<file path="config.mk">
export PLATFORM = sky130hd
export DESIGN_NAME = trial_division_prime_counter_flat
export DESIGN_NICKNAME = d
export VERILOG_FILES = /design/src/hdl/tdpc_pkg.sv /design/src/hdl/tdpc_in_if.sv /design/src/hdl/tdpc_out_if.sv /design/src/hdl/tdpc_divider.sv /design/src/hdl/trial_division_prime_counter.sv /design/src/flat_wrapper.sv
export SDC_FILE = /design/constraint.sdc
export NUM_CORES = 1
export LEC_CHECK = 0
export ABC_AREA = 1
export BUFFER_PORTS_ARGS = -buffer_cell sky130_fd_sc_hd__buf_4
export CAP_MARGIN = 0
export CORE_MARGIN = 4
export CORE_UTILIZATION = 58
export CTS_CLUSTER_SIZE = 40
export DETAILED_ROUTE_END_ITERATION = 7
export GPL_TIMING_DRIVEN = 0
export PLACE_DENSITY = 0.77
export SYNTH_ARGS = -nofsm -noshare
export SYNTH_HDL_FRONTEND = slang
export SYNTH_SLANG_ARGS = --single-unit
</file>
<file path="constraint.sdc">
create_clock -name clk -period 2.9 [get_ports clk]
set_input_delay 0.58 -clock clk [delete_from_list [all_inputs] [get_ports clk]]
set_output_delay 0.58 -clock clk [all_outputs]
set_load 0.03 [all_outputs]
</file>
<file path="src/hdl/tdpc_pkg.sv">
`timescale 1ns / 1ps

package tdpc_pkg;

  // running count width and its saturation value
  localparam int COUNT_W = 31;
  localparam logic [COUNT_W-1:0] COUNT_MAX = {COUNT_W{1'b1}};

  // first odd trial divisor and the step between trials
  localparam int DIVISOR_START = 3;
  localparam int DIVISOR_STEP  = 2;

  // sequencer states
  typedef enum logic [1:0] {
    S_IDLE,
    S_LAUNCH,
    S_WAIT,
    S_EMIT
  } tdpc_state_t;

  // divider status seen by the sequencer
  typedef struct packed {
    logic busy;
    logic done;
  } tdpc_div_status_t;

endpackage

</file>
<file path="src/hdl/tdpc_in_if.sv">
`timescale 1ns / 1ps

interface tdpc_in_if #(parameter int VALUE_WIDTH = 32);
  logic                   valid;
  logic                   ready;
  logic [VALUE_WIDTH-1:0] candidate;
  logic                   restart;

  modport source (output valid, output candidate, output restart, input ready);
  modport sink   (input valid, input candidate, input restart, output ready);
endinterface

</file>
<file path="src/hdl/tdpc_out_if.sv">
`timescale 1ns / 1ps

interface tdpc_out_if;
  logic        valid;
  logic        ready;
  logic        prime_flag;
  logic [30:0] running_count;

  modport source (output valid, output prime_flag, output running_count, input ready);
  modport sink   (input valid, input prime_flag, input running_count, output ready);
endinterface

</file>
<file path="src/hdl/tdpc_divider.sv">
`timescale 1ns / 1ps

module tdpc_divider #(
  parameter int VALUE_WIDTH   = 32,
  parameter int DIVISOR_WIDTH = 16
) (
  input  logic                                clk,
  input  logic                                rst,
  input  logic                                start,
  input  logic [VALUE_WIDTH-1:0]              dividend,
  input  logic [DIVISOR_WIDTH-1:0]            divisor,
  output tdpc_pkg::tdpc_div_status_t          status,
  output logic [VALUE_WIDTH-1:0]              quotient,
  output logic [DIVISOR_WIDTH-1:0]            remainder
);
  import tdpc_pkg::*;

  localparam int CNT_W = $clog2(VALUE_WIDTH + 1);

  logic                     busy;
  logic                     done;
  logic [CNT_W-1:0]         count;
  logic [VALUE_WIDTH-1:0]   work;
  logic [DIVISOR_WIDTH-1:0] rem;

  logic [DIVISOR_WIDTH:0]   shifted;
  logic [DIVISOR_WIDTH:0]   diff;
  logic                     q_bit;

  // one restoring step: shift in next dividend bit, try subtract
  always_comb begin
    shifted = {rem, work[VALUE_WIDTH-1]};
    diff    = shifted - {1'b0, divisor};
    q_bit   = !diff[DIVISOR_WIDTH];
  end

  // control: bit counter, busy and done pulse
  always_ff @(posedge clk) begin
    if (rst) begin
      busy  <= 1'b0;
      done  <= 1'b0;
      count <= '0;
    end else begin
      done <= 1'b0;
      if (start) begin
        busy  <= 1'b1;
        count <= CNT_W'(VALUE_WIDTH);
      end else if (busy) begin
        count <= count - CNT_W'(1);
        if (count == CNT_W'(1)) begin
          busy <= 1'b0;
          done <= 1'b1;
        end
      end
    end
  end

  // datapath: dividend shifts out as quotient shifts in
  always_ff @(posedge clk) begin
    if (start) begin
      work <= dividend;
      rem  <= '0;
    end else if (busy) begin
      work <= {work[VALUE_WIDTH-2:0], q_bit};
      rem  <= q_bit ? diff[DIVISOR_WIDTH-1:0] : shifted[DIVISOR_WIDTH-1:0];
    end
  end

  assign status    = '{busy: busy, done: done};
  assign quotient  = work;
  assign remainder = rem;

endmodule

</file>
<file path="src/hdl/trial_division_prime_counter.sv">
`timescale 1ns / 1ps

// Trial-division primality tester with a saturating running prime count.
// One candidate word is taken at a time; samples.ready stays low until its
// result has been placed in the output register. Negative values, 0, 1, 2
// and even values are decided at once and go from idle straight to the
// emit state. An odd candidate n runs a shared restoring divider, one
// quotient bit per cycle, once for each odd divisor d = 3, 5, ... until d
// divides n or d exceeds n / d; each trial passes through the launch and
// wait states, and a prime needs k = floor((isqrt(n) - 1) / 2) + 1 trials.
// A finished result waits in the output register while the next candidate
// is accepted; restart clears the count before the candidate it comes with
// is counted.
module trial_division_prime_counter #(
  parameter int VALUE_WIDTH = 32
) (
  input  logic              clk,
  input  logic              rst,
  tdpc_in_if.sink           samples,
  tdpc_out_if.source        results
);
  import tdpc_pkg::*;

  localparam int DW = (VALUE_WIDTH + 1) / 2;

  tdpc_state_t              state;
  tdpc_state_t              state_next;
  logic [VALUE_WIDTH-1:0]   cand;
  logic                     restart_lat;
  logic [DW-1:0]            trial_divisor;
  logic [COUNT_W-1:0]       prime_total;
  logic                     cand_prime;
  logic                     out_valid;
  logic                     out_flag;
  logic [COUNT_W-1:0]       out_count;

  logic                     accept;
  logic                     div_start;
  logic                     emit_fire;
  tdpc_div_status_t         div_status;
  logic [VALUE_WIDTH-1:0]   quotient;
  logic [DW-1:0]            remainder;

  logic                     in_trivial;
  logic                     in_prime;
  logic                     bound_fail;
  logic                     divides;
  logic [COUNT_W-1:0]       count_base;
  logic [COUNT_W-1:0]       count_next;

  tdpc_divider #(
    .VALUE_WIDTH   (VALUE_WIDTH),
    .DIVISOR_WIDTH (DW)
  ) u_div (
    .clk       (clk),
    .rst       (rst),
    .start     (div_start),
    .dividend  (cand),
    .divisor   (trial_divisor),
    .status    (div_status),
    .quotient  (quotient),
    .remainder (remainder)
  );

  // quick classes: negative, below two, two, other even
  always_comb begin
    in_trivial = 1'b1;
    in_prime   = 1'b0;
    priority if (samples.candidate[VALUE_WIDTH-1]) begin
      in_prime = 1'b0;
    end else if (samples.candidate[VALUE_WIDTH-1:1] == '0) begin
      in_prime = 1'b0;
    end else if (samples.candidate == VALUE_WIDTH'(2)) begin
      in_prime = 1'b1;
    end else if (!samples.candidate[0]) begin
      in_prime = 1'b0;
    end else begin
      in_trivial = 1'b0;
    end
  end

  // trial outcome from the divider
  always_comb begin
    bound_fail = VALUE_WIDTH'(trial_divisor) > quotient;
    divides    = remainder == '0;
  end

  // count update applied when the result is emitted
  always_comb begin
    count_base = restart_lat ? '0 : prime_total;
    count_next = (cand_prime && count_base != COUNT_MAX) ? count_base + COUNT_W'(1)
                                                         : count_base;
  end

  // next state
  always_comb begin
    state_next = state;
    unique case (state)
      S_IDLE: begin
        if (accept) state_next = in_trivial ? S_EMIT : S_LAUNCH;
      end
      S_LAUNCH: state_next = S_WAIT;
      S_WAIT: begin
        if (div_status.done) state_next = (bound_fail || divides) ? S_EMIT : S_LAUNCH;
      end
      S_EMIT: begin
        if (emit_fire) state_next = S_IDLE;
      end
      default: state_next = S_IDLE;
    endcase
  end

  // sequencer outputs
  always_comb begin
    samples.ready = state == S_IDLE;
    accept        = samples.valid && samples.ready;
    div_start     = state == S_LAUNCH;
    emit_fire     = (state == S_EMIT) && (!out_valid || results.ready);
  end

  // control registers
  always_ff @(posedge clk) begin
    if (rst) begin
      state         <= S_IDLE;
      prime_total   <= '0;
      trial_divisor <= DW'(DIVISOR_START);
      out_valid     <= 1'b0;
    end else begin
      state <= state_next;
      if (accept) trial_divisor <= DW'(DIVISOR_START);
      else if (state == S_WAIT && div_status.done && !bound_fail && !divides)
        trial_divisor <= trial_divisor + DW'(DIVISOR_STEP);
      if (emit_fire) begin
        prime_total <= count_next;
        out_valid   <= 1'b1;
      end else if (results.ready) begin
        out_valid <= 1'b0;
      end
    end
  end

  // payload registers
  always_ff @(posedge clk) begin
    if (accept) begin
      cand        <= samples.candidate;
      restart_lat <= samples.restart;
      cand_prime  <= in_prime;
    end else if (state == S_WAIT && div_status.done) begin
      cand_prime <= bound_fail;
    end
    if (emit_fire) begin
      out_flag  <= cand_prime;
      out_count <= count_next;
    end
  end

  assign results.valid         = out_valid;
  assign results.prime_flag    = out_flag;
  assign results.running_count = out_count;

endmodule

</file>
<file path="src/flat_wrapper.sv">
// flat-port wrapper written by rule: the top's interface ports become plain ports
module trial_division_prime_counter_flat import tdpc_pkg::*;
#(
  parameter int VALUE_WIDTH = 32
)
  (clk, rst, samples_valid, samples_candidate, samples_restart, samples_ready, results_valid, results_prime_flag, results_running_count, results_ready);
  tdpc_in_if #(.VALUE_WIDTH(VALUE_WIDTH)) samples_i ();
  tdpc_out_if results_i ();
  input  logic clk;
  input  logic rst;
  input wire logic [$bits(samples_i.valid)-1:0] samples_valid;
  input wire logic [$bits(samples_i.candidate)-1:0] samples_candidate;
  input wire logic [$bits(samples_i.restart)-1:0] samples_restart;
  output wire logic [$bits(samples_i.ready)-1:0] samples_ready;
  output wire logic [$bits(results_i.valid)-1:0] results_valid;
  output wire logic [$bits(results_i.prime_flag)-1:0] results_prime_flag;
  output wire logic [$bits(results_i.running_count)-1:0] results_running_count;
  input wire logic [$bits(results_i.ready)-1:0] results_ready;
  assign samples_i.valid = samples_valid;
  assign samples_i.candidate = samples_candidate;
  assign samples_i.restart = samples_restart;
  assign samples_ready = samples_i.ready;
  assign results_valid = results_i.valid;
  assign results_prime_flag = results_i.prime_flag;
  assign results_running_count = results_i.running_count;
  assign results_i.ready = results_ready;
  trial_division_prime_counter #(.VALUE_WIDTH(VALUE_WIDTH)) u_core (.clk(clk), .rst(rst), .samples(samples_i), .results(results_i));
endmodule
</file>
# After elaboration in Yosys (flattened, before gate mapping)
# Index checks and enable logic that the tools add are counted.
# totals
reg_bits,172
latchBits,0
mem_bits_rw,0
romBits,0
input_bits,37
out_inout_bits,34
elab_cells,80
mem_count,0
# classes
addsub,4
multipliers,0
n_div,0
order_cmp,1
n_eq_ne,9
n_shift,0
muxes,28
bitwise,1
reduce_logical,22
# ops
cell,n
2-to-1 mux 32 bit,2
2-to-1 mux 31 bit,2
"== test 32 x 2 -> 1 bit, second input constant",1
> comparator 16 x 32 -> 1 bit,1
"adder 31 x 1 -> 31 bit, second input constant",1
logical NOT 31 bit,1
"!= test 31 bit, second input constant",1
subtractor 17 x 16 -> 17 bit,1
"adder 16 x 2 -> 16 bit, second input constant",1
logical NOT 16 bit,1
2-to-1 mux 16 bit,1
2-to-1 mux 1 bit,15
2-to-1 mux 6 bit,2
2-to-1 mux 2 bit,5
one-hot mux 2 bit (4 select lines),1
"== test 6 x 1 -> 1 bit, second input constant",1
logical AND 1 bit,6
nonzero test 2 bit,3
"subtractor 6 x 1 -> 6 bit, second input constant",1
"== test 2 bit, second input constant",2
logical NOT 1 bit,4
"!= test 2 x 1 -> 1 bit, second input constant",2
OR reduction 2 bit,2
AND reduction 3 bit,1
6 further kinds,7

# Logic depth before layout (Yosys ltp)
# logic_depth
depth_word,7
mapped_depth,17
ltp_nobuf,14

# By module
# From an unflattened synthesis, not the netlist that was laid out.
# hier_totals
hier_cells,1426
hier_area_um2,10236.1
# modules_own_cells
module,n_inst,cells_each,area_per_inst_um2,seq_area_each_um2
trial_division_prime_counter,1,895,6648.9,2962.8
tdpc_divider,1,531,3587.2,1441.4

# Worst setup path after synthesis
# No wires, ideal clock.
# synth_path
path_kind,flip-flop to flip-flop
start,register u_core.restart_lat
end,register u_core.out_count[13] (netlist: u_core.results.running_count[13]) (data pin)
setup_time_ns,0.253
arrival_ns,2.281
t_required_ns,2.647
path_slack_ns,0.366
path_stages_with_launch,16
path_buffers,4
synth_period_minus_slack_ns,2.534
path_cell_list,edfxtp_1 -> clkbuf_1 -> clkbuf_1 -> nor2_1 -> ha_1 -> inv_1 -> nor2_2 -> nand2_1 -> nor2_2 -> nand2_2 -> nand2_2 -> inv_2 -> buf_6 -> buf_6 -> nand2_1 -> nand2_1
# synth_via
elab_chain_cells,4
elab_cells_between_ends,5
cone_classes,1 x add/sub; 1 x eq/ne; 2 x mux; 1 x reduce/logical
# synth_rtl
item,line,source
"start, declared",trial_division_prime_counter.sv:29,logic restart_lat;
"start signal, assigned",trial_division_prime_counter.sv:146,restart_lat <= samples.restart;
2-to-1 mux 31 bit *,trial_division_prime_counter.sv:90,count_base = restart_lat ? '0 : prime_total;
"parallel branches: the longest is 2 deep, another holds adder 31 x 1 -> 31 bit",n/a,
2-to-1 mux 31 bit *,trial_division_prime_counter.sv:91,count_next = (cand_prime && count_base != COUNT_MAX) ? count_base + COUNT_W'(1)
named net u_core.count_next[13],trial_division_prime_counter.sv:49,logic [COUNT_W-1:0] count_next;
"end signal, assigned",trial_division_prime_counter.sv:153,out_count <= count_next;
"end, declared",trial_division_prime_counter.sv:35,logic [COUNT_W-1:0] out_count;
# Mark *: on every way through the listed nets, which the timed path passes.
# A chain may end at the register's enable or synchronous reset.

# Worst setup path after layout
# layout_path
start,register u_core.restart_lat
end,register u_core.out_count[16] (netlist: u_core.results.running_count[16]) (data pin)
# The elaborated chain is that of the path after synthesis.

==> summary.txt <==
Setup path
  – WP buf/inv: 6
  – Kind of critical path: reg2reg
  – Crit path cell chain: clkbuf_8 > buf_4 > nor2_4 > ha_2 > inv_1 > nor2_4 > nand2_2 > nor2_2 > nand2_2 > nand2_2 > inv_2 > buf_6 > buf_6 > nand2_1 > nand2_1
  – Reg2Reg Depth: 15
  – Crit end category: flop
  – CP Data Required Time: 3080 ps
  – FF-to-FF Start: u_core.restart_lat
  – Worst reg2reg path endpoint: u_core.results.running_count[16]
  – CP top delay family: simple AND/OR/NAND/NOR gates
  – Critical path peak fanout: 10
  – Worst path arrival time: 2920 ps
  – Worst Setup Start Kind: flop
  – Slowest stage delay, CP: 490 ps
  – Setup slack, reg-to-reg: 160 ps
  – Number of cells on the critical path: 15
  – CP endpoint: u_core.results.running_count[16]
  – Most used cell, CP: nand2_2
  – Crit. Startpoint: u_core.restart_lat
  – Slowest stage cell, crit path: edfxtp_1

Layout
  – Post-Layout Cell Count: 1,713
  – Fill count: 1,430
  – Share of layout cells above drive strength 1: 9.98%
  – Antenna diodes: 0
  – Seq. cell area: 4400 µm²
  – Area of the multi-input gates: around 4600 µm²
  – Area grow syn2layout: 15.5%
  – Nets@finish: 1,552

Clock tree
  – Max Buffers Root-to-Sink: 2
  – # hold bufs at CTS: 0
  – Cts bufs inserted: 17
  – Max H-tree Level: 4
  – CTS tree: built
  – Clock Latency Late Sink: approximately 450 ps
  – Root Driver: clkbuf_16
  – Clock sinks: around 170
  – Clk slew on worst S/H paths: roughly 80 ps

Floorplan
  – Chip height: 139 µm
  – Ports: 71
  – Die Span X: 139 µm
  – Die ar.: 19,300 µm²
  – Row Count: 47
  – Starting Density: between 50% and 60%
  – Core area: roughly 17,000 µm²

Place
  – DP HPWL: 18,400 µm
  – Place WS: -484 ps
  – Input/output buffers: 69
  – Placed cells: 1,675
  – GP Congestion: 0.974

Timing
  – F_max: 365 MHz
  – Crit path time final: 2740 ps
  – Setup Skew: roughly 13 ps
  – Worst rel slew slack: 36.7%
  – Setup ws final: 161 ps
  – Worst hold slack: 310 ps
  – RSZ-0062 raised after global routing: no
  – Final hold violation count: 0
  – Worst slew pin tran: 950 ps
  – Final Setup Violations: 0
  – Fin. max-slew vios: 0
  – Tcrit/Tclk final: a little over nine tenths

Min path
  – Worst Hold Depth: 1
  – Hold Path Class: in2reg

GRT
  – Pin count of the biggest net entering global routing: between 40 and 50
  – Vias in the first global route: 8,576
  – Initial antenna violation count: 0
  – GRT Total Usage: 26.1%
  – Gr ovfl total: 0
  – Wire length of the first global-routing pass: approximately 41,000 µm

Synth
  – Post-synth top area share: just under 30%
  – Synth cell count leaders: nand2_1, inv_1, nor2_1, nand3_1, edfxtp_1
  – Cell accounting for the most synthesized area: edfxtp_1
  – Synth Warn #: 0
  – Flops & latches, synth: 171
  – Syn Area/Cell: just over 7 µm²
  – EDFF count, synth: 98
  – Post-Synthesis Cell Area: 9960 µm²
  – Post-Synthesis Cells: 1,386
  – Most common cell in the netlist: nand2_1
  – Async set or reset register ratio after synthesis: 0%
  – Syn nets: 1,458
  – Register area share after synthesis: 44.2%
  – Prevailing post-synth register cell: edfxtp_1
  – Yosys cell types: 31
  – Synth area leaders: edfxtp_1, nand2_1, dfxtp_1

Power
  – Power density over the cells: 712 nW/µm²
  – Overall Power: 8.20 mW
  – Leakage: 5.29 nW
  – VDD IR max: 0.611 mV

Route
  – DR WL/cell: 14.6 µm
  – Post-DR vias/cell: about 5.3
  – Vias: around 9,100
  – Residual DRC: 0
  – Initial drt markers: ~710
  – Final WL: 25,000 µm
  – Initial DRT Pass Iterations: 6
  – Post-DRT Antenna Nets: 0

Run status
  – Outcome: complete, no violations

Flow run
  – Max cap viols: 0
-- area by class of cell --
type                    instances  share of cell area (%)
clock buffers                  17                    3.70
inverters                     203                    6.62
plain buffers                  38                    1.79
clock inverters                15                    1.77
repair buffers                 75                    5.18
multi-input cells             974                    40.3
well taps                     220                    2.39
flip-flops and latches        171                    38.3
-- cells by family (layout without fill, tap and decap cells) --
kind of cell	Yosys count	count (layout)	synth area share, %
and+or+nand+nor	817	817	34.3
AOI/OAI and AO/OA	89	89	4.55
DFF	171	171	44.2
xor gates and xnor gates	33	33	2.90
buffers and inverters	241	348	9.56
adders and majority gates	35	35	4.47
-- power by group --
part / total [mW] / switching [mW] / internal (mW) / leakage, nW
clock: 2.44 / 1.17 / 1.27 / 0.304
sequential: 2.99 / 0.164 / 2.83 / 1.51
combinational: 2.76 / 1.81 / 0.952 / 3.47
-- worst min-delay path by stage --
stage | start | to | slack [ps]
5_1_grt | samples_candidate[18] | u_core.cand[18] | 290
3_5_place_dp | u_core.u_div.remainder[1] | u_core.u_div.remainder[1] | 460
6_report | samples_candidate[18] | u_core.cand[18] | 310
3_3_place_gp | u_core.u_div.remainder[5] | u_core.u_div.remainder[5] | 460
4_1_cts | samples_candidate[18] | u_core.cand[18] | 310
2_1_floorplan | u_core.u_div.remainder[1] | u_core.u_div.remainder[1] | 450
-- registers in the layout (all words and copies together), names as in the netlist, 2 cells and up --
name                          flops
u_core.trial_divisor             15
u_core.u_div.quotient            32
u_core.cand                      32
u_core.state                      2
u_core.results.running_count     31
u_core.u_div.remainder           16
u_core.u_div.count                6
u_core.prime_total               31
-- metal layers --
metal,vias up,GRT usage (%),part of all wire (%)
met5,-,0,0
met3,45,4.21,5.7
met4,0,9.22,2.1
li1,4602,-,-
met2,300,43.5,47
met1,4177,34.7,45
-- placed cells by master, fill, tap and decap left out, types with 4 or more instances in the layout --
cell,synthesis,final
buf_2,11,10
inv_8,0,6
clkbuf_16,0,17
nand2_1,480,479
edfxtp_1,98,98
clkbuf_1,22,20
nor4_1,5,5
nor3_1,11,11
o21ai_0,32,32
inv_1,200,198
nor2_1,150,147
nor2_2,7,7
xnor2_1,11,11
a21oi_1,54,54
buf_6,4,4
nand3b_1,17,17
ha_1,34,33
nand2_2,3,4
dfxtp_1,73,73
buf_4,1,75
nand3_1,110,110
nand4_1,22,22
xor2_1,22,22
-- per-stage QoR --
stage | util, % | TNS [ps] | area (µm²)
floorplan | - | 0 | 9960
global placement | 64.4 | -20330 | 10800
detailed placement | 64.4 | -22430 | 10800
CTS | 68.3 | 0 | 11400
global route | 68.9 | 0 | 11500
finish | 68.9 | 0 | 11500
-- timing repair --
item / CTS / global route
pin swaps: 0 / 1
buffers inserted: 1 / 3
setup endpoints to repair: 62 / 71
resized for setup: 8 / 7
Power figures use the tool's default switching activity.
